$ cat src/sv/mfr_pkg.sv
// Shared types, constants and helpers for the multitap feedback reverb.
// Used by mfr_ctrl, mfr_dp and the top level; depends on nothing.
package mfr_pkg;

    localparam int unsigned MFR_STORE_DEPTH = 65536;

    localparam int unsigned DRY_W   = 20;
    localparam int unsigned WET_W   = 16;
    localparam int unsigned GAIN_W  = 16;
    localparam int unsigned COEF_W  = 16;
    localparam int unsigned MUL_B_W = 18;
    localparam int unsigned PROD_W  = DRY_W + MUL_B_W;
    localparam int unsigned FRAC_W  = 16;
    localparam int unsigned QUOT_W  = PROD_W - FRAC_W + 1;
    localparam int unsigned AGE_W   = 16;

    localparam logic [GAIN_W-1:0] GAIN_RESET = 16'd16384;

    // Q0.16 coefficients, rounded to nearest
    localparam logic [COEF_W-1:0] COEF_TENTH        = 16'd6554;
    localparam logic [COEF_W-1:0] COEF_FIFTH        = 16'd13107;
    localparam logic [COEF_W-1:0] COEF_THREE_TENTHS = 16'd19661;
    localparam logic [COEF_W-1:0] COEF_TWO_FIFTHS   = 16'd26214;

    localparam int unsigned TAP_COUNT = 7;
    localparam int unsigned TAP_W     = $clog2(TAP_COUNT);

    localparam logic [AGE_W-1:0] TAP_AGE [TAP_COUNT] = '{
        16'd7000, 16'd10008, 16'd13996, 16'd17098, 16'd21088, 16'd29172, 16'd37956
    };

    typedef enum logic [2:0] {
        MUL_NONE,
        MUL_DRY,
        MUL_TAP,
        MUL_Y3,
        MUL_Y2,
        MUL_Y1,
        MUL_R
    } t_mul_sel;

    typedef enum logic [1:0] {
        NORM_NONE,
        NORM_DRY,
        NORM_TAP
    } t_norm_sel;

    typedef enum logic [1:0] {
        ACC_HOLD,
        ACC_LOAD,
        ACC_ADD
    } t_acc_op;

    typedef struct packed {
        logic             capture;
        logic             rd_en;
        logic [TAP_W-1:0] rd_tap;
        t_mul_sel         mul;
        t_norm_sel        norm;
        t_acc_op          acc;
        logic             commit;
    } t_cmd;

    typedef struct packed {
        logic out_busy;
    } t_stat;

    // Divide by 2^16 truncating toward zero, then saturate to 16 bits
    function automatic logic [WET_W-1:0] norm16(input logic [PROD_W-1:0] v);
        logic              rnd;
        logic [QUOT_W-1:0] q;
        logic [WET_W-1:0]  res;
        rnd = v[PROD_W-1] && (v[FRAC_W-1:0] != '0);
        q   = {v[PROD_W-1], v[PROD_W-1:FRAC_W]} + QUOT_W'(rnd);
        if ((q[QUOT_W-1:WET_W-1] == '0) || (q[QUOT_W-1:WET_W-1] == '1)) begin
            res = q[WET_W-1:0];
        end else if (q[QUOT_W-1]) begin
            res = {1'b1, {(WET_W-1){1'b0}}};
        end else begin
            res = {1'b0, {(WET_W-1){1'b1}}};
        end
        return res;
    endfunction

endpackage

$ cat src/sv/mfr_ctrl.sv
// Sequencer for the reverb datapath: steps one sample through the schedule.
// Depends on mfr_pkg.
module mfr_ctrl (
    input  logic          i_clk,
    input  logic          i_rst_n,
    input  logic          i_dry_valid,
    output logic          o_dry_stall,
    input  mfr_pkg::t_stat i_stat,
    output mfr_pkg::t_cmd  o_cmd
);
    import mfr_pkg::*;

    typedef enum logic [1:0] {
        S_IDLE,
        S_RUN,
        S_DONE
    } t_state;

    localparam int unsigned STEP_LAST_I = 12;
    localparam int unsigned STEP_W      = $clog2(STEP_LAST_I + 1);

    // schedule, as step indices within the run state
    localparam logic [STEP_W-1:0] ST_DRY_MUL      = STEP_W'(0);
    localparam logic [STEP_W-1:0] ST_DRY_NORM     = STEP_W'(1);
    localparam logic [STEP_W-1:0] ST_TAP_RD_LAST  = STEP_W'(TAP_COUNT - 1);
    localparam logic [STEP_W-1:0] ST_TAP_MUL_LAST = STEP_W'(TAP_COUNT);
    localparam logic [STEP_W-1:0] ST_TAP_NORM_LO  = STEP_W'(2);
    localparam logic [STEP_W-1:0] ST_TAP_NORM_HI  = STEP_W'(TAP_COUNT + 1);
    localparam logic [STEP_W-1:0] ST_Y3_MUL       = STEP_W'(TAP_COUNT + 1);
    localparam logic [STEP_W-1:0] ST_Y2_MUL       = STEP_W'(TAP_COUNT + 2);
    localparam logic [STEP_W-1:0] ST_Y1_MUL       = STEP_W'(TAP_COUNT + 3);
    localparam logic [STEP_W-1:0] ST_R_MUL        = STEP_W'(TAP_COUNT + 4);
    localparam logic [STEP_W-1:0] ST_ACC_LOAD     = STEP_W'(TAP_COUNT + 2);
    localparam logic [STEP_W-1:0] ST_LAST         = STEP_W'(STEP_LAST_I);

    t_state            r_state, n_state;
    logic [STEP_W-1:0] r_step, n_step;
    logic              r_stall, n_stall;

    always_comb begin
        o_cmd.capture = (r_state == S_IDLE) && i_dry_valid;
        o_cmd.commit  = (r_state == S_DONE) && !i_stat.out_busy;
        o_cmd.rd_en   = 1'b0;
        o_cmd.rd_tap  = r_step[TAP_W-1:0];
        o_cmd.mul     = MUL_NONE;
        o_cmd.norm    = NORM_NONE;
        o_cmd.acc     = ACC_HOLD;
        if (r_state == S_RUN) begin
            o_cmd.rd_en = (r_step <= ST_TAP_RD_LAST);
            if (r_step == ST_DRY_MUL) begin
                o_cmd.mul = MUL_DRY;
            end else if (r_step <= ST_TAP_MUL_LAST) begin
                o_cmd.mul = MUL_TAP;
            end else begin
                case (r_step)
                    ST_Y3_MUL: o_cmd.mul = MUL_Y3;
                    ST_Y2_MUL: o_cmd.mul = MUL_Y2;
                    ST_Y1_MUL: o_cmd.mul = MUL_Y1;
                    ST_R_MUL:  o_cmd.mul = MUL_R;
                    default:   o_cmd.mul = MUL_NONE;
                endcase
            end
            if (r_step == ST_DRY_NORM) begin
                o_cmd.norm = NORM_DRY;
            end else if ((r_step >= ST_TAP_NORM_LO) && (r_step <= ST_TAP_NORM_HI)) begin
                o_cmd.norm = NORM_TAP;
            end
            if (r_step == ST_ACC_LOAD) begin
                o_cmd.acc = ACC_LOAD;
            end else if (r_step > ST_ACC_LOAD) begin
                o_cmd.acc = ACC_ADD;
            end
        end
    end

    always_comb begin
        n_state = r_state;
        n_step  = r_step;
        case (r_state)
            S_IDLE: begin
                n_step = '0;
                if (i_dry_valid) begin
                    n_state = S_RUN;
                end
            end
            S_RUN: begin
                if (r_step == ST_LAST) begin
                    n_state = S_DONE;
                end else begin
                    n_step = r_step + STEP_W'(1);
                end
            end
            S_DONE: begin
                if (!i_stat.out_busy) begin
                    n_state = S_IDLE;
                end
            end
            default: n_state = S_IDLE;
        endcase
        n_stall = (n_state != S_IDLE);
    end

    always_ff @(posedge i_clk) begin
        if (!i_rst_n) begin
            r_state <= S_IDLE;
            r_step  <= '0;
            r_stall <= 1'b0;
        end else begin
            r_state <= n_state;
            r_step  <= n_step;
            r_stall <= n_stall;
        end
    end

    assign o_dry_stall = r_stall;

endmodule

$ cat config.mk
export PLATFORM = sky130hd
export DESIGN_NAME = mfr_ctrl
export DESIGN_NICKNAME = d
export VERILOG_FILES = /design/src/sv/mfr_pkg.sv /design/src/sv/mfr_ctrl.sv
export SDC_FILE = /design/constraint.sdc
export NUM_CORES = 1
export LEC_CHECK = 0
export BUFFER_PORTS_ARGS = -buffer_cell sky130_fd_sc_hd__buf_2
export CORE_AREA = 2 2 39 41
export DETAILED_ROUTE_END_ITERATION = 8
export DIE_AREA = 0 0 41 43
export PLACE_DENSITY = 0.69
export SLEW_MARGIN = 20
export SYNTH_ARGS = -nofsm -noshare
export SYNTH_HDL_FRONTEND = slang
export SYNTH_SLANG_ARGS = --single-unit
$ cat constraint.sdc
create_clock -name i_clk -period 1.6 [get_ports i_clk]
set_input_delay 0.16 -clock i_clk [delete_from_list [all_inputs] [get_ports i_clk]]
set_output_delay 0.16 -clock i_clk [all_outputs]
set_load 0.05 [all_outputs]
* After elaboration in Yosys (flattened, before gate mapping)
Index checks and enable logic that the tools add are counted. Widths: inputs -> output; s select.
Storage, ports and cells: bits in registers 7, bits in latches 0, RAM bits 0, memory bits (read-only) 0, word-level logic and storage cells 42, memories kept 0
Operators by class: $add $sub $neg 1, $mul 0, div/mod/pow operators 0, magnitude comparators 5, equal/unequal tests 9, shift-type cells 0, mux-type cells 15, bitwise gates (word level) 0, reduce and logical (&&, ||, !) cells 9
Operator list (count):
- $eq 4x4->1 const B | 5
- $mux 2 | 7
- $pmux 3 s4 | 1
- $le 4x3->1 const B | 2
- $pmux 4 s2 | 1
- $mux 7 | 1
- $mux 3 | 2
- $pmux 2 s3 | 1
- $add 4x1->4 const B | 1
- $eq 4x1->1 const B | 1
- $ge 4x2->1 const B | 1
- $gt 4x4->1 const B | 1
- $le 4x4->1 const B | 1
- $logic_not 4->1 | 1
- $mux 4 | 1
- $reduce_bool 2->1 | 2
- $logic_and 1x1->1 | 3
- $eq 2x1->1 const B | 1
- $eq 2x2->1 const B | 1
- $logic_not 2->1 | 1
- $ne 2x2->1 const B | 1
- $reduce_and 2->1 | 1
- $logic_not 1->1 | 1
- $mux 1 | 1

* Logic depth before layout (Yosys ltp)
depth after elaboration 5, depth in mapped cells 5

* Least setup slack after synthesis
No wires, ideal clock.
kind reg-to-output, from reg r_step[1], to out o_cmd[5] (netlist bit), data arrival time 1.843 ns, data required time 1.440 ns, slack -0.403 ns, cell stages (with the launch flop) 5, cells stage by stage dfxtp_1 inv_1 ha_1 nor2_1 a2111oi_2
RTL lines:
- from (decl) | RTL line mfr_ctrl.sv:37 | logic [STEP_W-1:0] r_step, n_step;
- from (signal assigned) | RTL line mfr_ctrl.sv:110 | r_step <= n_step;
- to (decl) | RTL line mfr_ctrl.sv:9 | output mfr_pkg::t_cmd o_cmd

==> summary.md <==
| Metric | Value |
|---|---|
| Status | `complete, no violations` |
| Area grow syn2layout | `51.62%` |
| Hold Path Class | `primary input to flop` |
| Sequential element share of the synthesized area | `25.93%` |
| Pwr/cell area | `583.6 nW/um^2` |
| Clock Tree Buf Depth | `2` |
| Pre-CTS setup slack | `0.01702 ns` |
| Layout cells sized above 1 | `50.54%` |
| Die X | `41 um` |
| Number of flops mapped to enable cells by yosys | `0` |
| GR Overflow Total | `0` |
| Avg Inst Size Synth | `7.613 um^2` |
| Clock tree from TritonCTS | `built` |
| Synth top cells by count | `dfxtp_1 (7), nand2_1 (7), nor3_1 (6)` |
| DR iter-0 viols | `11` |
| FMAX | `629.4 MHz` |
| Ys Warns | `0` |
| CTS sink cnt | `7` |
| Final hold violation count | `0` |
| Htree depth | `1` |
| Period minus WS final | `1.589 ns` |
| Post-synth ARST share | `0%` |
| Clk Latency, worst-skew pair | `0.25 ns` |
| Leakage | `0.3602 nW` |
| Largest net degree at the start of global routing | `9` |
| Clock root buffer | `clkbuf_4` |
| Post-Syn Instances | `71` |
| Worst-margin pin slew | `0.2749 ns` |
| Fin Setup TNS | `0 ns` |
| Placed Area | `674.4 um^2` |
| Fin area | `819.5 um^2` |
| Crit-path most repeated cell | `buf_6` |
| Clk slew on worst S/H paths | `0.05 ns` |
| DRT Pass-1 Iters | `4` |
| Number of fill cells | `124` |
| Crit path cell chain | `buf_6 -> ha_4 -> o311a_1 -> buf_6` |
| # hold bufs at CTS | `0` |
| Vias in the first global route | `481` |
| FF+latch count, synth | `7` |
| Core box area | `1384 um^2` |
| Synth top area share | `25.93%` |
| Total track usage | `16.37%` |
| Layout Skew | `0.003503 ns` |
| Final period utilization | `99.30%` |
| I/O Pins | `18` |
| Crit-path max cell delay | `0.37 ns` |
| Largest cells by area after synthesis | `dfxtp_1 (26%), ha_1 (9.3%), nor3_1 (5.6%), nand2_1 (4.9%), a21oi_1 (4.6%)` |
| # nets final | `102` |
| RSZ-0062 raised after global routing | `true` |
| DRC | `0` |
| Syn nets | `79` |
| Top_reg_cell synth | `dfxtp_1` |
| Dpl hpwl | `987.5 um` |
| CP max stage cell | `dfxtp_4` |
| Die area | `1763 um^2` |
| Post-synthesis cell area | `540.5 um^2` |
| Worst IR drop on VDD | `480.2 uV` |
| Num CTS Buffers | `3` |
| Die height | `43 um` |
| Final Total Pwr | `0.0004783 W` |
| Initial Utilization | `39.06%` |
| Final Slew Violations | `0` |
| First-pass GRT wire length | `1911 um` |
| Largest delay contributor family on the critical path | `flip-flops` |
| Diode count | `0` |
| Slew headroom | `81.68%` |
| Critical path type | `flop to output pin` |
| Antenna-violating nets left | `0` |
| # rows | `14` |
| Worst-path maximum fanout | `5` |
| Area leader, netlist | `dfxtp_1` |
| Routed len/inst | `12.33 um` |
| Startpoint types | `flop` |
| Worst Path Buf+Inv | `2` |
| Setup Viol. Count Final | `0` |
| Unique cell type count in the Yosys netlist | `29` |
| Max Cap Viol | `0` |
| Drt total wl | `1344 um` |
| Initial antenna violation count | `0` |
| CP arrival | `1.43 ns` |
| Final critical-path setup slack | `0.01128 ns` |
| IO buf count | `17` |
| Worst Setup End Kind | `output pin` |
| WP data required | `1.44 ns` |
| Hold slack | `0.2292 ns` |
| DR vias/cell | `5.073` |
| RePlAce Congestion | `0.8423` |
| Via Count | `553` |
cell type report:
type | count | area [um^2] | share of cell area [%]
multi-input cells | 53 | 430.4 | 52.52
repair buffers | 24 | 170.2 | 20.76
flip-flops and latches | 7 | 148.9 | 18.17
clock buffers | 4 | 26.28 | 3.206
inverters | 5 | 23.77 | 2.901
well taps | 16 | 20.02 | 2.443
flip-flops by register name, summed over array words and instances, names as in the netlist:
signal / count
o_dry_stall: 1
r_state: 2
r_step: 4
through the flow:
| stage | util [%] | instances |
|---|---|---|
| CTS | 56.06 | 108 |
| global route | 59.22 | 109 |
| finish | 59.22 | 109 |
| floorplan | - | 71 |
| global placement | 48.73 | 103 |
| detailed placement | 48.73 | 103 |
worst register-to-register path, cell delays in order, from the launching register on:
cell	delay, ns
dfxtp_4	0.39
inv_4	0.06
ha_4	0.17
buf_4	0.13
and3_1	0.18
a21oi_1	0.20
o22ai_1	0.10
placed cells by master, fill, tap and decap left out, types with 2 or more instances in the layout:
cell type,n
buf_2,13
nand2_1,7
buf_6,6
o21ai_1,5
buf_4,5
nor3_1,4
ha_4,4
dfxtp_1,4
nor2_2,3
inv_1,3
a21oi_1,3
clkbuf_4,3
inv_4,2
a21oi_2,2
nor2b_1,2
nor2_1,2
and3_1,2
nor3_2,2
o22ai_1,2
and2_1,2
dfxtp_4,2
cell families (layout without fill, tap and decap cells):
| kind of cell | count (synthesis) | in the layout | share of synthesized area, % |
|---|---|---|---|
| AOI/OAI and AO/OA | 17 | 17 | 20.83 |
| DFF | 7 | 7 | 25.93 |
| adders and majority gates | 4 | 4 | 9.260 |
| buffers and inverters | 11 | 33 | 11.57 |
| and+or+nand+nor | 32 | 32 | 32.41 |
per-layer routing:
| layer | track usage (%) | vias up | wire (um) |
|---|---|---|---|
| met5 | 0 | - | 0 |
| met4 | 2.000 | 0 | 0 |
| met3 | 9.424 | 0 | 43 |
| met2 | 26.88 | 9 | 703 |
| met1 | 18.01 | 254 | 597 |
| li1 | - | 290 | - |
power by group:
part           internal [W]  switching (W)  leakage, nW  total, W
clock network     0.0000948      0.0000605       0.0150  0.000155
logic             0.0000475      0.0000858        0.286  0.000133
registers          0.000179      0.0000101       0.0589  0.000190
timing repair:
action,CTS,global route
pin swaps,3,7
hold endpoints to repair,0,0
setup endpoints to repair,6,5
cloned,0,0
buffers inserted,1,1
resized for setup,23,9
path summary, 6_finish.rpt:
kind,start,to,slack [ns],cells past startpoint
worst max-delay path,r_step[1],o_cmd[7],0.01,4
worst min-delay path,i_rst_n,o_dry_stall,0.23,2
worst min register to register,r_step[0],r_step[0],0.56,2
worst max register to register,r_step[1],r_step[0],0.23,6
Power figures use the tool's default switching activity.
