$ cat src/sv/mfr_pkg.sv
// Shared types, constants and helpers for the multitap feedback reverb.
// Used by mfr_ctrl, mfr_dp and the top level; depends on nothing.
package mfr_pkg;

    localparam int unsigned MFR_STORE_DEPTH = 65536;

    localparam int unsigned DRY_W   = 20;
    localparam int unsigned WET_W   = 16;
    localparam int unsigned GAIN_W  = 16;
    localparam int unsigned COEF_W  = 16;
    localparam int unsigned MUL_B_W = 18;
    localparam int unsigned PROD_W  = DRY_W + MUL_B_W;
    localparam int unsigned FRAC_W  = 16;
    localparam int unsigned QUOT_W  = PROD_W - FRAC_W + 1;
    localparam int unsigned AGE_W   = 16;

    localparam logic [GAIN_W-1:0] GAIN_RESET = 16'd16384;

    // Q0.16 coefficients, rounded to nearest
    localparam logic [COEF_W-1:0] COEF_TENTH        = 16'd6554;
    localparam logic [COEF_W-1:0] COEF_FIFTH        = 16'd13107;
    localparam logic [COEF_W-1:0] COEF_THREE_TENTHS = 16'd19661;
    localparam logic [COEF_W-1:0] COEF_TWO_FIFTHS   = 16'd26214;

    localparam int unsigned TAP_COUNT = 7;
    localparam int unsigned TAP_W     = $clog2(TAP_COUNT);

    localparam logic [AGE_W-1:0] TAP_AGE [TAP_COUNT] = '{
        16'd7000, 16'd10008, 16'd13996, 16'd17098, 16'd21088, 16'd29172, 16'd37956
    };

    typedef enum logic [2:0] {
        MUL_NONE,
        MUL_DRY,
        MUL_TAP,
        MUL_Y3,
        MUL_Y2,
        MUL_Y1,
        MUL_R
    } t_mul_sel;

    typedef enum logic [1:0] {
        NORM_NONE,
        NORM_DRY,
        NORM_TAP
    } t_norm_sel;

    typedef enum logic [1:0] {
        ACC_HOLD,
        ACC_LOAD,
        ACC_ADD
    } t_acc_op;

    typedef struct packed {
        logic             capture;
        logic             rd_en;
        logic [TAP_W-1:0] rd_tap;
        t_mul_sel         mul;
        t_norm_sel        norm;
        t_acc_op          acc;
        logic             commit;
    } t_cmd;

    typedef struct packed {
        logic out_busy;
    } t_stat;

    // Divide by 2^16 truncating toward zero, then saturate to 16 bits
    function automatic logic [WET_W-1:0] norm16(input logic [PROD_W-1:0] v);
        logic              rnd;
        logic [QUOT_W-1:0] q;
        logic [WET_W-1:0]  res;
        rnd = v[PROD_W-1] && (v[FRAC_W-1:0] != '0);
        q   = {v[PROD_W-1], v[PROD_W-1:FRAC_W]} + QUOT_W'(rnd);
        if ((q[QUOT_W-1:WET_W-1] == '0) || (q[QUOT_W-1:WET_W-1] == '1)) begin
            res = q[WET_W-1:0];
        end else if (q[QUOT_W-1]) begin
            res = {1'b1, {(WET_W-1){1'b0}}};
        end else begin
            res = {1'b0, {(WET_W-1){1'b1}}};
        end
        return res;
    endfunction

endpackage

$ cat src/sv/mfr_dp.sv
// Reverb datapath: shared multiplier, accumulator, history, pointers, output register.
// Depends on mfr_pkg; drives the delay RAM ports.
module mfr_dp #(
    parameter int unsigned STORE_DEPTH = mfr_pkg::MFR_STORE_DEPTH
) (
    input  logic                           i_clk,
    input  logic                           i_rst_n,
    input  mfr_pkg::t_cmd                  i_cmd,
    output mfr_pkg::t_stat                 o_stat,
    input  logic [mfr_pkg::DRY_W-1:0]      i_dry_sample,
    input  logic [mfr_pkg::GAIN_W-1:0]     i_gain,
    output logic                           o_wet_valid,
    input  logic                           i_wet_stall,
    output logic [mfr_pkg::WET_W-1:0]      o_wet_sample,
    output logic                           o_ram_we,
    output logic [$clog2(STORE_DEPTH)-1:0] o_ram_waddr,
    output logic [mfr_pkg::WET_W-1:0]      o_ram_wdata,
    output logic                           o_ram_re,
    output logic [$clog2(STORE_DEPTH)-1:0] o_ram_raddr,
    input  logic [mfr_pkg::WET_W-1:0]      i_ram_rdata
);
    import mfr_pkg::*;

    localparam int unsigned AW = $clog2(STORE_DEPTH);
    localparam int unsigned FW = $clog2(STORE_DEPTH + 1);

    logic [DRY_W-1:0]  r_dry;
    logic [WET_W-1:0]  r_r, r_y1, r_y2, r_y3;
    logic [PROD_W-1:0] r_prod, r_acc;
    logic              r_tap_ok;
    logic [AW-1:0]     r_wp;
    logic [FW-1:0]     r_fill;
    logic              r_out_valid;
    logic [WET_W-1:0]  r_out_data;

    logic [AW-1:0]            tap_age;
    logic [AW:0]              diff;
    logic [AW:0]              wrapped;
    logic                     tap_hit;
    logic signed [DRY_W-1:0]  mul_a;
    logic signed [MUL_B_W-1:0] mul_b;
    logic signed [PROD_W-1:0] product;
    logic [PROD_W-1:0]        norm_in;
    logic [WET_W-1:0]         y_new;

    // tap address = write pointer minus age, modulo the store depth
    assign tap_age = AW'(TAP_AGE[i_cmd.rd_tap]);
    assign diff    = {1'b0, r_wp} - {1'b0, tap_age};
    assign wrapped = diff + (AW+1)'(STORE_DEPTH);
    // a tap's entry counts as written only once the fill count has reached its age
    assign tap_hit = (r_fill >= FW'(tap_age));

    assign o_ram_re    = i_cmd.rd_en;
    assign o_ram_raddr = diff[AW] ? wrapped[AW-1:0] : diff[AW-1:0];

    always_comb begin
        case (i_cmd.mul)
            MUL_DRY: begin
                mul_a = r_dry;
                mul_b = {{(MUL_B_W-GAIN_W){1'b0}}, i_gain};
            end
            MUL_TAP: begin
                mul_a = r_tap_ok ? {{(DRY_W-WET_W){i_ram_rdata[WET_W-1]}}, i_ram_rdata} : '0;
                mul_b = {{(MUL_B_W-COEF_W){1'b0}}, COEF_TENTH};
            end
            MUL_Y3: begin
                mul_a = {{(DRY_W-WET_W){r_y3[WET_W-1]}}, r_y3};
                mul_b = {{(MUL_B_W-COEF_W){1'b0}}, COEF_TENTH};
            end
            MUL_Y2: begin
                mul_a = {{(DRY_W-WET_W){r_y2[WET_W-1]}}, r_y2};
                mul_b = {{(MUL_B_W-COEF_W){1'b0}}, COEF_FIFTH};
            end
            MUL_Y1: begin
                mul_a = {{(DRY_W-WET_W){r_y1[WET_W-1]}}, r_y1};
                mul_b = {{(MUL_B_W-COEF_W){1'b0}}, COEF_THREE_TENTHS};
            end
            MUL_R: begin
                mul_a = {{(DRY_W-WET_W){r_r[WET_W-1]}}, r_r};
                mul_b = {{(MUL_B_W-COEF_W){1'b0}}, COEF_TWO_FIFTHS};
            end
            default: begin
                mul_a = '0;
                mul_b = '0;
            end
        endcase
    end

    assign product = mul_a * mul_b;

    always_comb begin
        case (i_cmd.norm)
            NORM_TAP: norm_in = {{(PROD_W-WET_W-FRAC_W){r_r[WET_W-1]}}, r_r, {FRAC_W{1'b0}}}
                                + r_prod;
            default:  norm_in = r_prod;
        endcase
    end

    assign y_new = norm16(r_acc);

    always_ff @(posedge i_clk) begin
        r_prod <= product;
        if (i_cmd.capture) begin
            r_dry <= i_dry_sample;
        end
        if (i_cmd.rd_en) begin
            r_tap_ok <= tap_hit;
        end
        if (i_cmd.norm != NORM_NONE) begin
            r_r <= norm16(norm_in);
        end
        case (i_cmd.acc)
            ACC_LOAD: r_acc <= r_prod;
            ACC_ADD:  r_acc <= r_acc + r_prod;
            default:  r_acc <= r_acc;
        endcase
        if (i_cmd.commit) begin
            r_out_data <= y_new;
        end
    end

    always_ff @(posedge i_clk) begin
        if (!i_rst_n) begin
            r_wp        <= '0;
            r_fill      <= '0;
            r_y1        <= '0;
            r_y2        <= '0;
            r_y3        <= '0;
            r_out_valid <= 1'b0;
        end else begin
            if (r_out_valid && !i_wet_stall) begin
                r_out_valid <= 1'b0;
            end
            if (i_cmd.commit) begin
                r_out_valid <= 1'b1;
                r_y1        <= y_new;
                r_y2        <= r_y1;
                r_y3        <= r_y2;
                r_wp        <= (r_wp == AW'(STORE_DEPTH - 1)) ? '0 : r_wp + AW'(1);
                if (r_fill != FW'(STORE_DEPTH)) begin
                    r_fill <= r_fill + FW'(1);
                end
            end
        end
    end

    assign o_ram_we    = i_cmd.commit;
    assign o_ram_waddr = r_wp;
    assign o_ram_wdata = y_new;

    assign o_stat.out_busy = r_out_valid && i_wet_stall;
    assign o_wet_valid     = r_out_valid;
    assign o_wet_sample    = r_out_data;

endmodule

$ cat config.mk
export PLATFORM = sky130hd
export DESIGN_NAME = mfr_dp
export DESIGN_NICKNAME = d
export VERILOG_FILES = /design/src/sv/mfr_pkg.sv /design/src/sv/mfr_dp.sv
export SDC_FILE = /design/constraint.sdc
export NUM_CORES = 1
export LEC_CHECK = 0
export BUFFER_PORTS_ARGS = -buffer_cell sky130_fd_sc_hd__buf_2
export CAP_MARGIN = 20
export CORE_MARGIN = 4
export CORE_UTILIZATION = 40
export CTS_CLUSTER_SIZE = 12
export DETAILED_ROUTE_END_ITERATION = 8
export HOLD_SLACK_MARGIN = 0.06
export SETUP_SLACK_MARGIN = 0.02
export SLEW_MARGIN = 5
export SYNTH_ARGS = -nofsm -noshare
export SYNTH_HDL_FRONTEND = slang
export SYNTH_SLANG_ARGS = --single-unit
$ cat constraint.sdc
create_clock -name i_clk -period 19.31 [get_ports i_clk]
set_clock_uncertainty 0.1 [all_clocks]
set_input_delay 2.8965 -clock i_clk [delete_from_list [all_inputs] [get_ports i_clk]]
set_output_delay 2.8965 -clock i_clk [all_outputs]
set_load 0.01 [all_outputs]
* After elaboration in Yosys (flattened, before gate mapping) *
Memory sizes are Yosys's and may differ from the RTL's.
Index checks and enable logic that the tools add are counted.

word-level totals
  ROM bits = 128
  bits in latches = 0
  output and inout bits = 68
  logic and storage cells = 69
  register bits = 211
  bits in writable memories = 0
  memories = 1

cells by class
  $mul = 1
  reductions and logical operators = 16
  bitwise operators = 1
  divide/modulo/power cells = 0
  shift operators = 0
  equal/unequal tests = 13
  $lt $le $gt $ge = 2
  add/sub/neg operators = 8
  muxes and demuxes = 15

memories
  memory            words  bits a word  read ports  clocked after Yosys merged registers in  wr ports  line          source
  (name not given)  8      16           1           0                                        0         mfr_dp.sv:47  assign tap_age = AW'(TAP_AGE[i_cmd.rd_tap]);

operators by type and width
  cell                                                      number
  2-to-1 mux 16 bit                                         8
  one-hot mux 20 bit (6 select lines)                       1
  one-hot mux 16 bit (5 select lines)                       1
  adder 38 bit                                              2
  one-hot mux 38 bit (2 select lines)                       1
  adder 22 x 2 -> 23 bit                                    2
  2-to-1 mux 38 bit                                         1
  multiplier 20 x 17 -> 37 bit                              1
  adder 16 x 1 -> 16 bit, second input constant             2
  nonzero test 16 bit                                       2
  2-to-1 mux 20 bit                                         1
  adder 17 x 1 -> 17 bit, second input constant             1
  greater-or-equal comparator 17 x 16 -> 1 bit              1
  inequality test 17 bit, second input constant             1
  subtractor 16 x 16 -> 17 bit                              1
  == test 16 bit, second input constant                     1
  == test 8 bit, second input constant                      2
  zero test 8 bit                                           2
  == test 3 bit, second input constant                      3
  == test 3 x 2 -> 1 bit, second input constant             2
  nonzero test 2 bit                                        3
  == test 2 bit, second input constant                      2
  greater-or-equal comparator 4 bit, second input constant  1
  logical AND 1 bit                                         4
  8 further kinds                                           10

* Depth between registers and ports, before layout *
Gate-level depths: netlist (run 1).

  depth after elaboration = 8
  gate-level depth with buffers = 33
  depth with buffers taken out = 30

* Worst setup path after synthesis (run 1) *
Ideal clock, no wire load.

  kind = input to register
  start = in i_cmd[6] in the netlist's numbering
  end = reg r_prod[33]
  cell stages on the path = 29
  slack = 8.322 ns
  required time = 19.082 ns
  buffers on the path = 5
  arrival time = 10.760 ns
  cell sequence = clkbuf_1 -> clkbuf_1 -> clkbuf_1 -> clkbuf_1 -> a21oi_1 -> o22ai_1 -> clkbuf_1 -> nand2_1 -> fa_1 -> inv_1 -> fa_1 -> inv_1 -> fa_1 -> inv_1 -> fa_1 -> fa_1 -> inv_1 -> fa_1 -> inv_1 -> ha_1 -> a21oi_1 -> inv_1 -> a2111oi_0 -> nor3_1 -> a2111oi_0 -> nor4bb_1 -> o31a_1 -> nor4_1 -> a211oi_1

on the way
  word-level cells in the longest chain between the ends = 4
  elaborated cells between the ends (all ways) = 10
  those cells by class = mul (1); eq/ne (6); mux (2); reduce/logical (1)

ends and longest elaborated chain
  item                                 line           source
  start, declared                      mfr_dp.sv:8    input mfr_pkg::t_cmd i_cmd,
  == test 3 x 2 -> 1 bit               mfr_dp.sv:57   case (i_cmd.mul)
  OR reduction 2 bit (no source line)  --
  one-hot mux 16 bit (5 select lines)  mfr_dp.sv:57
  multiplier 20 x 17 -> 37 bit (*)     mfr_dp.sv:89   assign product = mul_a * mul_b;
  net product[33]                      mfr_dp.sv:42   logic signed [PROD_W-1:0] product;
  end signal, assigned                 mfr_dp.sv:102  r_prod <= product;
  end, declared                        mfr_dp.sv:29   logic [PROD_W-1:0] r_prod, r_acc;

The timed path passes the listed nets; every way through them passes the cells marked *.
A chain may end at the register's enable or synchronous reset.

* Worst setup path after layout (run 1) *
  start = in i_cmd[6] in the netlist's numbering
  end = reg r_prod[36]

The elaborated chain is that of the path after synthesis.

==> results.txt, run 1 <==
The run finished with clean final reports. The width of the die is between 200 and 300 um. The final weighted congestion of routability-driven global placement came out at ~0.94. In this run, synthesis inferred a little over 90 flip-flops with an integrated enable.

The standard cell core area is around 64000 um2. In this design, the critical path's most frequently occurring cell is fa_1. TritonCTS built the clock tree. Yosys mapped the design onto just under 80 distinct sky130hd cell types. The power consumption is 4.32 mW. The via count of the first global-routing pass is 20500. In the final timing run, aggregate negative setup slack is 0 ps.

The share of synthesized registers carrying an async set or reset came out at 0. The most used flip-flop cell after synthesis is dfxtp_1. The standard-cell row count is 93. The initial antenna violation count was 1. The headroom to the max-slew limit came out at 0.286. The average wire length per cell after detail routing is between 15 and 20 um. The number of cells upsized or downsized after cts is 0. At the later pin of the worst-skew pair, clock insertion delay measures 560 ps. The number of nets in the synthesized netlist is roughly 3500. For this design, the slowest cell found on the critical path is and3_1. The full die area is slightly below 70000 um2.

The utilization of the core after routing came out at 0.440. The clock network power share came out at 0.109. The detailed-routing iteration count for the pre-antenna-repair pass is 5. Clock-pin slew was measured on the worst setup and hold paths at 60 ps. The total overflow reported by the global router is 0. The top fanout value on the critical path came out at 45. The count of final setup violators came out at 0. The detail route stage leaves a number of antenna-violating nets equal to 0.

The setup path with the least slack is of type primary input to flop. Port buffering added 135 buffers. The overall routed net length came out at around 76000 um.

The share of total power dissipated in combinational logic is 0.703. The total internal power is 2.15 mW. The pre-CTS worst setup slack came out at 6830 ps.

The initial utilization of the core area, before any placement, comes to 0.403. Sorting the synthesized cells by area gives the leading types as fa_1, edfxtp_1, ha_1. Timing would allow up to between 80 and 90 MHz. The post-synthesis instance area came out at around 26000 um2. The final count of hold timing violations is 0. The arrival time at the worst endpoint is approximately 12000 ps. The switching power summed over all nets came out at between 2 and 2.5 mW. The share of the cycle needed by the critical path after routing came out at 0.604. The post-synthesis average cell area came out at about 8.9 um2. The number of setup buffers added after CTS came out at 0. Setup repair after global routing left no endpoint under its margin. The final-report max-slew violation count was 0. The peak supply drop came out at 0.0000946 V. The capturing element type of the critical path is a flop. Summed over all cells, the static leakage comes to between 10 and 15 nW. Detailed routing inserted a total of about 21000 vias. CTS built an H-tree with a depth of 1. The tree is rooted in a clkbuf_16. In the final layout, the share of cells above drive strength 1 is 0.0924. The delay of the slowest cell on the worst path is ~550 ps.

After synthesis the netlist holds a flip-flop and latch count of 210. The time the worst path needs with I/O delays and setup came out at 11660 ps. The area growth from synthesis to layout came out at 9.13%. Clock tree synthesis inserted a total of 25 buffers. The nature of the critical path startpoint is a primary input. The combined global-route utilization of all metal layers came out at 0.216. The net total in the final layout is 3574. The worst hold path belongs to the class flop to flop.

The number of max-cap violations is 0. The total of warnings raised by yosys came out at 0. The wire length of the first global-routing pass came out at 118000 um.

The most common cell in the netlist is inv_1. The number of cells produced by synthesis is about 2900. The number of hold buffers added after cts is 0. The switching part of the total power is 0.503. In the routed layout, each cell is associated on average with a via count of about 5.3. Ranked by instance count, the synthesized netlist is headed by inv_1, nand2_1, fa_1, nor2_1, ha_1.

The I/O pin count is between 100 and 150. STA puts the critical path data required time at just under 20000 ps. The post-route worst setup slack is ~7600 ps. The detailed router finished its first iteration with ~1700 violations. The share of the synthesized area in the top cell type came out at 0.250. Counting along the longest clock path gives a buffer depth of 3. The hold slack came out at ~420 ps.

Detailed placement finished with a half-perimeter wire length of approximately 60000 um. Summed over all instances, the cell type with the most area after synthesis is fa_1. The proportion of synthesized chip area in sequential cells came out at 0.197.

Measured along the y axis, the die boundary spans 263 um. The number of clock sinks seen by CTS came out at 210. The part of the power in registers came out at 0.188. The remaining design rule violation count came out at 0.

The total power density per cell area came out at between 150 and 200 nW/um2. Entering global routing, the biggest net connects 71 pins. The slew at the pin with the worst max-slew slack came out at approximately 1100 ps.
-- power by group through the flow --
stage / clock [mW] / combinational (mW) / sequential [mW]
5_1_grt: 0.499 / 3.43 / 0.826
4_1_cts: 0.482 / 3.02 / 0.812
3_5_place_dp: 0 / 3.00 / 0.819
6_report: 0.469 / 3.04 / 0.815
2_1_floorplan: 0 / 2.27 / 0.727
3_3_place_gp: 0 / 2.99 / 0.821
-- state kept, by name, summed over array words and instances (netlist names), 16 cells and up --
| signal | flops |
|---|---|
| r_prod | 37 |
| r_fill | 17 |
| r_dry | 20 |
| r_y3 | 16 |
| o_ram_waddr | 16 |
| o_wet_sample | 16 |
| r_y1 | 16 |
| r_y2 | 16 |
| r_r | 16 |
| r_acc | 38 |
-- cells in the final DEF, fill, tap and decap left out, types with 8 or more instances in the layout --
cell,instances
and2_1,34
buf_2,134
nor2b_1,76
edfxtp_1,91
xnor2_1,93
nand2b_1,20
clkbuf_16,27
a31oi_1,30
o31ai_1,11
nor2_1,205
ha_1,191
nand3_1,49
xor2_1,41
mux2_2,40
o211ai_1,26
and3_1,35
o21ai_0,77
or3_1,11
inv_1,458
a211oi_1,11
nor3_1,27
a21boi_0,26
nor3b_1,9
nor4_1,19
mux2i_1,67
o21ai_2,11
buf_4,28
nand2_1,337
a221oi_1,8
a21oi_1,98
o21a_1,34
nand4_1,27
or2_2,8
fa_1,324
dfxtp_1,119
o21bai_1,10
a21o_1,61
-- through the flow --
stage	area, um2	std cells
5_1_grt	28300	3863
6_report	28300	3864
3_3_place_gp	27500	3817
3_5_place_dp	27500	3817
2_1_floorplan	25900	2910
4_1_cts	28300	3862
-- critical path: cells and delay by family --
family / cells / cell delay, ps
AO/OA/AOI/OAI: 11 / 3150
XOR/XNOR: 1 / 120
adder cells (fa/ha/maj): 7 / 3500
buffers and inverters: 6 / 970
AND/OR/NAND/NOR: 4 / 1290
-- logic make-up (layout without fill, tap and decap cells) --
group           count (synthesis)  after routing  synth area share
buf+inv                       569            667            0.0833
flops                         210            210             0.197
other cells                     0              1                 0
mux                           107            107            0.0432
fa+ha+maj                     516            516             0.343
compound gates                489            489             0.128
simple gates                  885            885             0.160
xor+xnor                      134            134            0.0453
-- cell type report --
type	instances	area [um2]
diodes	1	2.50
clock buffers	37	744
clock inverters	8	65.1
fillers	6357	36000
inverters	459	1720
multi-input cells	2131	18700
flip-flops and latches	210	5110
well taps	855	1070
repair buffers	163	893
-- layer usage --
metal  share of wire  GRT usage  vias up
met5          0.0011    0.00762        -
met4           0.031     0.0589        4
met3           0.071     0.0405      115
met2            0.45      0.345      629
met1            0.45      0.301    10100
li1                -          -     9769
-- final timing paths --
kind / from / to / slack (ps) / depth (start not counted)
max reg2reg: r_tap_ok$_DFFE_PP_ / r_prod[36]$_DFF_P_ / 10600 / 25
min: r_y1[10]$_SDFFE_PN0P_ / r_y1[10]$_SDFFE_PN0P_ / 420 / 2
min reg2reg: r_y1[10]$_SDFFE_PN0P_ / r_y1[10]$_SDFFE_PN0P_ / 420 / 2
max: i_cmd[6] / r_prod[36]$_DFF_P_ / 7650 / 29
Note: power is estimated with default switching activity, not from simulation.
==> run 2, diff against run 1 <==
==> constraint.sdc (replaced) <==
create_clock -name i_clk -period 10.3 [get_ports i_clk]
set_clock_uncertainty 0.1 [all_clocks]
set_input_delay 1.545 -clock i_clk [delete_from_list [all_inputs] [get_ports i_clk]]
set_output_delay 1.545 -clock i_clk [all_outputs]
set_load 0.01 [all_outputs]
==> results.txt, run 2 (synthesized netlist as in run 1, its figures left out) <==
The number of cells upsized or downsized after cts came out at 0. After clock tree synthesis, the flow added hold-fix buffers numbering 0. The number of buffers created by CTS is 25.

Setup repair after global routing left no endpoint under its margin. In this design, the stage delay of the slowest critical-path cell is between 500 and 600 ps. The power share of the combinational group came out at 0.702. Once the clock tree was built, the setup fixing pass inserted 0 buffers. The worst pin sits at a relative slew slack of 0.208. The largest registers in the layout are r_acc (38), r_prod (37), r_dry (20). The final count of hold timing violations is 0.

Prior to clock tree synthesis, the placed netlist has a worst setup slack of between 300 and 400 ps. The port buffer count came out at between 100 and 150. The switching part of the total power is 0.498.

The average wire length per cell after detail routing is around 20 um. Data on the critical path is required at its endpoint by between 10000 and 15000 ps. In the layout the commonest cells are inv_1, nand2_1, fa_1. The I/O pin count is ~140. Entering global routing, the biggest net connects 71 pins.

The via count of the first global-routing pass came out at roughly 20000. For this design the static power due to leakage is 13.3 nW. Dividing the final minimum period by the clock period gives 0.918. The time the worst path needs with I/O delays and setup is about 9500 ps. The clock network power share came out at 0.111.

The top fanout value on the critical path came out at 11. The library cell used most frequently in the layout, excluding fill and tap cells, is inv_1. The worst-case IR drop observed on VDD is approximately 0.00015 V. Setup slack on the critical path of the routed design comes to 845 ps. For this run, the total global-route usage over all layers was measured as 0.218. The full die area came out at between 60000 and 70000 um2. The arrival time at the worst endpoint is about 9800 ps. The count of antenna diodes in the layout is 0. The area of all sequential standard cells is 5110 um2. The nature of the critical path startpoint is a primary input. The layout has 6389 filler cells. The flip-flop count of the largest register after layout is 38. The number of clock sinks seen by CTS is 210. The most prevalent standard cell on the critical path is fa_1. Detailed placement finished with a half-perimeter wire length of 63100 um. The number of nets with antenna violations after routing came out at 0. The final weighted congestion of routability-driven global placement is approximately 0.94. The count of H-tree levels built during CTS came out at 1.

The final-report max-slew violation count is 0. STA classifies the critical path endpoint as a flop. The total internal power came out at slightly above 4 mW. The die height came out at roughly 260 um. For this block, the initial DRC count from the detailed router was approximately 1500.

The number of max-cap violations is 0. The flow ran to the end, and the final reports show no timing, DRC or antenna violations. The net total in the final layout is 3598. The area of the multi-input gates came out at approximately 19000 um2.

The first TritonRoute pass finished after 6 iterations. On the critical path the largest part of the delay comes from adder cells. The slew at the pin with the worst max-slew slack came out at between 1000 and 1500 ps. Power spread over the standard cell area amounts to ~290 nW/um2.

The clock latency reported for the late side of the worst-skew pair is between 500 and 600 ps. The count of vias placed by the detailed router is ~20000. The slowest library cell on the worst path is and3_1. The critical path in this run is classified as primary input to flop. The floorplan has between 90 and 100 rows.

Ranked by flip-flop count, first place goes to r_acc. The total overflow reported by the global router came out at 0. The via density per instance came out at 5.28. The TritonCTS clock tree is done. The initial antenna violation count was 2. The proportion of layout cells with a drive suffix above 1 came out at 0.0989.

Summed over all nets, the switching power comes to approximately 4.0 mW. Adding up every negative setup slack in the final design gives 0 ps. The starting density of the core came out at 0.403.

The timing-limited maximum frequency is ~110 MHz. The area growth from synthesis to layout is 9.86%. The buffer depth of the longest clock path came out at 3.

The clock-pin transition on the worst setup and hold timing paths is 60 ps. The standard cell core area came out at ~64000 um2. The part of the power in registers is 0.187. The min-delay analysis places its worst path in the category flop to flop.

The width of the die is approximately 260 um. The count of final setup violators is 0. The overall routed net length came out at roughly 77000 um. Together, buffers and inverters on the worst path number 6.

The wire length of the first global-routing pass came out at roughly 120000 um. The remaining design rule violation count is 0. In this run the clock root is driven by a clkbuf_16.
## run 2: metrics by stage
stage	cells	area [um2]	power, mW	utilization	hold slack (ps)
floorplan	2910	25900	5.62	-	362
global placement	3842	27700	7.17	0.430	403
detailed placement	3842	27700	7.18	0.430	414
CTS	3888	28500	8.13	0.443	427
global route	3888	28500	8.91	0.443	452
finish	3888	28500	8.13	0.443	430
## run 2: layer usage
metal | vias up | part of all wire | track usage | wire length, um
met5 | - | 0 | 0 | 0
li1 | 9822 | - | - | -
met3 | 131 | 0.057 | 0.0261 | 4390
met1 | 9973 | 0.45 | 0.309 | 34500
met2 | 602 | 0.46 | 0.352 | 35400
met4 | 0 | 0.032 | 0.0639 | 2470
## run 2: power by group through the flow
stage | logic (mW) | registers [mW] | clock network, mW
6_report | 5.70 | 1.52 | 0.905
5_1_grt | 6.40 | 1.55 | 0.964
4_1_cts | 5.69 | 1.52 | 0.930
3_5_place_dp | 5.65 | 1.53 | 0
3_3_place_gp | 5.64 | 1.53 | 0
2_1_floorplan | 4.26 | 1.36 | 0
## run 2: cell type report
cell class,count,area share
clock buffer,36,0.0260
clock inverter,10,0.00343
inverter,459,0.0605
multi-input combinational,2131,0.656
sequential,210,0.180
tap,855,0.0375
timing repair buffer,187,0.0375
## run 2: worst paths after layout
kind	start	to	slack [ps]	cells past startpoint
hold reg to reg	r_y3[10]$_SDFFE_PN0P_	r_y3[10]$_SDFFE_PN0P_	430	2
setup / recovery	i_cmd[6]	r_prod[33]$_DFF_P_	850	29
setup reg to reg	r_tap_ok$_DFFE_PP_	r_prod[33]$_DFF_P_	1860	26
hold / removal	r_y3[10]$_SDFFE_PN0P_	r_y3[10]$_SDFFE_PN0P_	430	2
## run 2: tightest hold or removal path, stage by stage, from the launching register on
cell	delay, ps
dfxtp_1	310
mux2i_1	120
nor2b_1	50
==> run 3, diff against run 2 <==
--- a/config.mk
+++ b/config.mk
@@ -5,13 +5,14 @@
 export SDC_FILE = /design/constraint.sdc
 export NUM_CORES = 1
 export LEC_CHECK = 0
-export BUFFER_PORTS_ARGS = -buffer_cell sky130_fd_sc_hd__buf_2
 export CAP_MARGIN = 20
 export CORE_MARGIN = 4
 export CORE_UTILIZATION = 40
 export CTS_CLUSTER_SIZE = 12
 export DETAILED_ROUTE_END_ITERATION = 8
+export DONT_BUFFER_PORTS = 1
 export HOLD_SLACK_MARGIN = 0.06
+export MAX_ROUTING_LAYER = met4
 export SETUP_SLACK_MARGIN = 0.02
 export SLEW_MARGIN = 5
 export SYNTH_ARGS = -nofsm -noshare
==> results.txt, run 3 (synthesized netlist as in run 1, its figures left out) <==
The required time of the worst setup path is between 10000 and 15000 ps. The post-route worst setup slack is ~1000 ps. The full die area is roughly 69000 um2. The DRC violation total after the first TritonRoute iteration came out at approximately 1600. The final-report max-slew violation count is 0. Once the clock tree was built, the setup fixing pass inserted 0 buffers.

Before antenna repair, the detailed router went through 5 iterations. Setup repair after global routing left no endpoint under its margin. Buffers placed on the I/O ports in this run total 0.

Dividing the detail-routed via count by the number of cells gives roughly 5.5. The number of nets with antenna violations after routing is 0. The count of final setup violators came out at 0.

The path class of the tightest hold or removal check is flop to flop. The final count of hold timing violations is 0. The wire length of the first global-routing pass is around 120000 um. Buffers inserted during clock tree synthesis total 25. Routability-driven placement finished with a final weighted congestion of roughly 0.96.

The cell sitting at the root of the clock tree is a clkbuf_16. The headroom to the max-slew limit is 0.239. After clock tree synthesis, the clock-pin slew on the worst setup and hold paths is ~60 ps. The buffer depth of the longest clock path came out at 3.

The largest net degree at the start of global routing came out at between 70 and 80. The standard-cell row count is 93. ~140 I/O pins were placed.

The width of the die came out at 263 um. In the routed design, unresolved DRC markers number 0. The leakage dissipation came out at roughly 13 nW.

The TritonCTS clock tree is done. The half-perimeter wire length after placement came out at around 65000 um. The pre-CTS worst setup slack is between 500 and 600 ps.

The net total in the final layout came out at between 3000 and 4000. The tree built by TritonCTS fans out to between 200 and 250 sinks. CTS built an H-tree with a depth of 1. The capturing element type of the critical path is a flop. The initial antenna violation count is 7. The die height came out at 263 um.

The standard cell core area is around 64000 um2. From synthesis to final layout, the design area changed by 7.07%. The final-layout fill cell count came out at 6293. The via count of the first global-routing pass came out at 21000. By startpoint and endpoint, the worst setup path is classified as primary input to flop. The clock reaches the later pin of the worst-skew pair after ~570 ps. The number of cells upsized or downsized after cts is 0. The overall routed net length is just under 80000 um. The average wire length per cell after detail routing came out at around 21 um.

The time the worst path needs with I/O delays and setup is 9290 ps. The timing-limited maximum frequency came out at about 110 MHz. Hold repair after CTS inserted 0 buffers. The total overflow reported by the global router is 0.

For the pin with the worst max-slew slack, the measured transition is between 1000 and 1500 ps. In the final layout, the share of cells above drive strength 1 is 0.0530. The library cells used most frequently in the layout, excluding fill and tap cells, are inv_1, nand2_1, fa_1.

The register with the most flip-flops in the layout has 38 of them. The register with the most flip-flops in the final layout is r_acc. The final route contains 20600 vias. The total power density per cell area is 291 nW/um2. In the finished design, the share of the clock period the worst path needs comes to 0.902.

Leaving out fill and tap cells, the most frequent cell in the layout is inv_1. The combined global-route utilization of all metal layers came out at 0.231. The total negative slack for setup checks came out at 0 ps. The arrival time at the worst endpoint is a little under 10000 ps. The starting density of the core is 0.403.

The largest registers in the layout are r_acc (38), r_prod (37), r_dry (20). The worst setup path is launched from a primary input. The number of max-cap violations came out at 0. The top fanout value on the critical path is 31. The peak supply drop is approximately 0.00014 V. The flow ran to the end, and the final reports show no timing, DRC or antenna violations.
==> run 3: cell types whose count changed in the layout (fill, tap and decap cells not counted), sizes merged <==
cell / change
buf: -146
bufinv: -1
clkbuf: +4
clkinv: -6
clkinvlp: +1
diode: +10
inv: +1
==> run 3: final timing paths <==
check,endpoint,start,slack (ps),cells past startpoint
max reg2reg,r_prod[36]$_DFF_P_,r_tap_ok$_DFFE_PP_,1840,25
min,r_y3[6]$_SDFFE_PN0P_,r_y3[6]$_SDFFE_PN0P_,430,2
max,r_prod[36]$_DFF_P_,i_cmd[5],1010,26
min reg2reg,r_y3[6]$_SDFFE_PN0P_,r_y3[6]$_SDFFE_PN0P_,430,2
==> run 3: report_power, final <==
part / switching [mW] / internal, mW / total, mW
clock: 0.370 / 0.534 / 0.905
sequential: 0.348 / 1.20 / 1.55
combinational: 3.34 / 2.30 / 5.64
==> run 3: critical path, stage by stage <==
cell and delay [ps]:
inv_1 270, and3_1 650, a22oi_1 190, o21ai_1 470
a21o_1 400, nand2_1 160, fa_1 560, fa_1 470
fa_1 550, inv_1 70, fa_1 500, fa_1 540
inv_1 50, fa_1 600, inv_1 70, ha_1 370
a21o_1 200, a21o_1 170, a21o_1 190, or3_1 330
o211ai_1 270, o311ai_0 220, a31o_2 330, a211oi_1 210
o21bai_1 100, xnor2_1 120
==> run 3: cell type report <==
cell class	count	area, um2	share of cell area
inverters	459	1720	0.0620
clock inverters	5	46.3	0.00167
diodes	10	25.0	0.000901
clock buffers	40	797	0.0287
multi-input cells	2131	18700	0.673
repair buffers	41	312	0.0112
well taps	855	1070	0.0385
flip-flops and latches	210	5110	0.184
==> run 3: per-stage QoR <==
step	area (um2)	util	instances	total power [mW]	hold slack [ps]
3_5_place_dp	26900	0.418	3696	7.13	413
3_3_place_gp	26900	0.418	3695	7.06	403
4_1_cts	27700	0.431	3741	8.09	428
6_report	27800	0.432	3751	8.09	425
2_1_floorplan	25900	-	2910	5.62	362
5_1_grt	27800	0.431	3748	8.86	454
==> run 3: per-layer routing <==
| layer | vias up | track usage | part of all wire | routed length, um |
|---|---|---|---|---|
| li1 | 9532 | - | - | - |
| met1 | 10300 | 0.309 | 0.44 | 35000 |
| met2 | 657 | 0.369 | 0.46 | 36700 |
| met3 | 123 | 0.0309 | 0.059 | 4640 |
| met4 | 0 | 0.0704 | 0.033 | 2630 |
| met5 | - | - | 0 | 0 |
